## src/rtl/core/pic_pkg.sv

```systemverilog
// Shared types and constants for the platform interrupt controller.
// Holds the register map, operation and state codes and the response struct.
// No dependencies.
package pic_pkg;

    localparam int unsigned DATA_W = 32;
    localparam int unsigned OFF_W  = 26;
    localparam int unsigned SRC_W  = 10;
    localparam int unsigned WORD_N = 32;
    localparam int unsigned WORD_W = 5;

    // Register map, byte offsets inside the window
    localparam logic [OFF_W-1:0] PRIO_END  = 26'h000_1000;
    localparam logic [OFF_W-1:0] PEND_BASE = 26'h000_1000;
    localparam logic [OFF_W-1:0] PEND_END  = 26'h000_1080;
    localparam logic [OFF_W-1:0] ENA_BASE  = 26'h000_2000;
    localparam logic [OFF_W-1:0] ENA_END   = 26'h000_2100;
    localparam logic [OFF_W-1:0] CTX_BASE  = 26'h020_0000;

    // Context register select, offset bits [11:0]
    localparam logic [11:0] SEL_THRESH = 12'h000;
    localparam logic [11:0] SEL_CLAIM  = 12'h004;

    typedef enum logic [1:0] {
        MODE_READ  = 2'd0,
        MODE_WRITE = 2'd1,
        MODE_RAISE = 2'd2,
        MODE_NONE  = 2'd3
    } t_mode;

    typedef enum logic [3:0] {
        ST_CLEAR,
        ST_IDLE,
        ST_EXEC,
        ST_PRIO_RD,
        ST_START,
        ST_SCAN,
        ST_DRAIN,
        ST_EVAL,
        ST_DONE
    } t_state;

    typedef struct packed {
        logic              valid;
        logic [DATA_W-1:0] read_data;
        logic              irq;
    } t_rsp_push;

endpackage

```

## src/rtl/core/pic_arb.sv

```systemverilog
// Shared priority compare unit: keeps the best candidate seen during a scan.
// Depends on pic_pkg for the data width.
module pic_arb import pic_pkg::*; #(
    parameter int unsigned IDW = 10
) (
    input  logic              i_clk,
    input  logic              i_rst_n,
    input  logic              i_start,
    input  logic [DATA_W-1:0] i_thresh,
    input  logic              i_cand_valid,
    input  logic              i_cand_elig,
    input  logic [IDW-1:0]    i_cand_id,
    input  logic [DATA_W-1:0] i_prio,
    output logic [IDW-1:0]    o_best
);

    logic [DATA_W-1:0] r_top;
    logic [IDW-1:0]    r_best;
    logic              win;

    // strictly greater: ties keep the lower id seen first
    assign win = i_cand_valid && i_cand_elig && (i_prio > r_top);

    always_ff @(posedge i_clk) begin
        if (!i_rst_n) begin
            r_top  <= '0;
            r_best <= '0;
        end else if (i_start) begin
            r_top  <= i_thresh;
            r_best <= '0;
        end else if (win) begin
            r_top  <= i_prio;
            r_best <= i_cand_id;
        end
    end

    assign o_best = r_best;

endmodule

```

## config.mk

```make
export PLATFORM = sky130hd
export DESIGN_NAME = pic_arb
export DESIGN_NICKNAME = d
export VERILOG_FILES = /design/src/rtl/core/pic_pkg.sv /design/src/rtl/core/pic_arb.sv
export SDC_FILE = /design/constraint.sdc
export NUM_CORES = 1
export LEC_CHECK = 0
export BUFFER_PORTS_ARGS = -buffer_cell sky130_fd_sc_hd__buf_2
export CORE_UTILIZATION = 50
export DETAILED_ROUTE_END_ITERATION = 7
export PLACE_DENSITY = 0.77
export SETUP_SLACK_MARGIN = 0.1
export SLEW_MARGIN = 25
export SYNTH_ARGS = -nofsm -noshare
export SYNTH_HDL_FRONTEND = slang
export SYNTH_SLANG_ARGS = --single-unit
```

## constraint.sdc

```tcl
create_clock -name i_clk -period 2.95 [get_ports i_clk]
set_input_delay 0.885 -clock i_clk [delete_from_list [all_inputs] [get_ports i_clk]]
set_output_delay 0.885 -clock i_clk [all_outputs]
set_load 0.005 [all_outputs]
```

==> impl_metrics.json <==
{
  "max_stage_delay_ps": 330,
  "maxCapViolations": 0,
  "min_path_type": "flip-flop to flip-flop",
  "synth_edf_count": 0,
  "finalHoldViolCount": 0,
  "core_area_um2": 6061,
  "insertedDiodeCount": 0,
  "drt_wl_total_um": 7510,
  "num_vias": 2879,
  "min_period_over_period": 0.8843,
  "synthCells": 344,
  "worstPathMaxFanout": 42,
  "layout.nets": 536,
  "avgSynthCellArea_um2": 9.297,
  "critPathCaptureType": "flip-flop",
  "start_kind": "input port",
  "status": "finished clean",
  "cts_num_sinks": 42,
  "ys_warn_count": 0,
  "place_congestion": 0.7567,
  "drv_slew": 0,
  "power.switching_mw": 0.4836,
  "setup_ws_ps": 341.4,
  "cp.arrival_ps": 2800,
  "grt.total_usage": 0.2377,
  "tritoncts": "yes",
  "hold_start": "o_best[3]$_SDFFE_PP0P_",
  "holdPathStages": 2,
  "p_leak_nw": 1.545,
  "crit_top_cell": "a21o_1",
  "drc_errors": 0,
  "hold_end": "o_best[3]$_SDFFE_PP0P_",
  "async_flop_share": 0,
  "synth_nets": 455,
  "io_buffer_count": 88,
  "die-area_um2": 6720,
  "htree_levels": 2,
  "grt_pass1_wl_um": 12340,
  "netlist_top_cells_count": "dfxtp_1, inv_1, o21ai_0",
  "numCtsBuffers": 5,
  "dpl_cell_area_um2": 3661,
  "root_buffer": "clkbuf_8",
  "dp_hpwl_um": 5542,
  "r2r-start": "r_top[7]$_SDFFE_PN0P_",
  "wl_per_cell_um": 14.99,
  "place_ws_ps": -18.06,
  "finalSetupViolCount": 0,
  "path_cells": "buf_2 > ha_1 > a21o_1 > a21o_1 > a211o_1 > o21a_2 > buf_12 > nor4_2 > a211oi_2",
  "die_w_um": 81.98,
  "synth_cell_types": 37,
  "ys_seq_elements": 42,
  "pwr-share-seq": 0.412,
  "required_ps": 3140,
  "fin_crit_ps": 2609,
  "antenna_found_initial": 0,
  "fill_cells": 545,
  "cts_hold_buf": 0,
  "cts.path.max_buffers": 2,
  "die_h_um": 81.98,
  "via_per_inst": 5.747,
  "p_total_mw": 1.539,
  "slowest_stage": "ha_1",
  "synthesis.area_um2": 3198,
  "yosysTopAreaCellShare": 0.2629,
  "clkLatencyLatePin_ps": 310,
  "worst_slew_pin_slew_ps": 793.0,
  "synth.most_common_cell": "dfxtp_1",
  "internal_power_mw": 1.056,
  "fin_area_um2": 3775,
  "synthTopCellsByArea": "dfxtp_1, ha_1, nor4_2",
  "clkPwrFrac": 0.310,
  "clk_pin_slew_ps": 90,
  "drt_first_iter_violations": 203,
  "overflow": 0,
  "synth_top_cell_by_area": "dfxtp_1",
  "max_freq_mhz": 383.3,
  "start_util": 0.5277,
  "drive_above_1_share": 0.4225,
  "swShare": 0.3141,
  "powerDensity_nw_per_um2": 407.8,
  "r2r_cells": 9,
  "combPwrFrac": 0.278,
  "seq_area_frac_synth": 0.2629,
  "dr.pass1.iters": 5,
  "synth_ff_type": "dfxtp_1",
  "post_cts_buffers": 0,
  "grt_pass1_vias": 2767,
  "grt_max_degree": 64,
  "rsz0062_at_grt": "false",
  "pin_count": 89,
  "reg2reg_slack_ps": 630,
  "cts_resized": 0,
  "antenna_left": 0,
  "rows": 28,
  "vdd_drop_max_mv": 0.3062,
  "crit_type": "input port to flip-flop",
  "max-slew-margin-rel": 0.4713,
  "reg2reg_to": "r_top[6]$_SDFFE_PN0P_",
  "fin_skew_ps": 7.107,
  "final_util": 0.6228,
  "syn2layout_area_growth_pct": 18.04
}
flip-flops by register name, summed over array words and instances, names as in the netlist:
signal  count
r_top      32
o_best     10
stage by stage:
step | cells | setup TNS [ps] | hold slack [ps]
after floorplan | 344 | 0 | 460.0
after global placement | 493 | 0 | 446.0
after detailed placement | 493 | -18.06 | 455.0
after CTS | 501 | 0 | 467.3
after global routing | 501 | 0 | 489.5
final | 501 | 0 | 466.1
power by group through the flow:
stage	combinational [mW]	clock (mW)	sequential [mW]
CTS	0.432	0.487	0.634
detailed placement	0.429	0	0.647
global placement	0.415	0	0.645
floorplan	0.309	0	0.642
finish	0.428	0.477	0.634
global route	0.478	0.515	0.639
cell type report:
cell class              count  area (µm²)  share of cell area
multi-input cells         242        2018              0.5346
flip-flops and latches     42       840.8              0.2227
repair buffers            100       580.6              0.1538
inverters                  34       127.6             0.03381
well taps                  75       93.84             0.02486
clock buffers               5       68.82             0.01823
clock inverters             3       45.04             0.01193
worst max path at each step:
stage / slack [ps] / startpoint / depth (start not counted) / to
detailed placement: -20 / i_prio[7] / 9 / r_top[6]$_SDFFE_PN0P_
global route: 210 / i_prio[7] / 9 / r_top[6]$_SDFFE_PN0P_
finish: 340 / i_prio[29] / 9 / r_top[6]$_SDFFE_PN0P_
global placement: 70 / i_prio[29] / 9 / r_top[25]$_SDFFE_PN0P_
CTS: 310 / i_prio[7] / 9 / r_top[6]$_SDFFE_PN0P_
floorplan: 310 / i_prio[29] / 8 / r_top[0]$_SDFFE_PN0P_
per-layer routing:
metal	vias up	GRT usage	routed length, µm
met1	1347	0.2862	3292
li1	1431	-	-
met2	89	0.4248	3693
met5	-	0	0
met3	12	0.04000	419
met4	0	0.07544	104
cell families after synthesis:
logic type	synth area share
compound gates	0.2719
flops	0.2629
simple gates	0.2332
fa+ha+maj	0.1252
buf+inv	0.1068
placed cells by master (no fill, tap or decap), drive strengths merged, types with 2 or more instances in the layout:
master	count
buf	100
o21ai	45
dfxtp	42
inv	34
nor4	34
nor2	32
ha	32
a211oi	31
a21oi	22
nand3	12
nand4	8
nand2	6
clkbuf	5
a21o	4
nor3	2
clkinvlp	2
o21a	2
worst max-delay path: cells and delay by family:
kind / cells / cell delay [ps]
AO/OA/AOI/OAI: 5 / 940
AND/OR/NAND/NOR: 1 / 310
adder cells (fa/ha/maj): 1 / 330
buffers and inverters: 2 / 300
No activity file was read; power rests on OpenSTA's default activity.
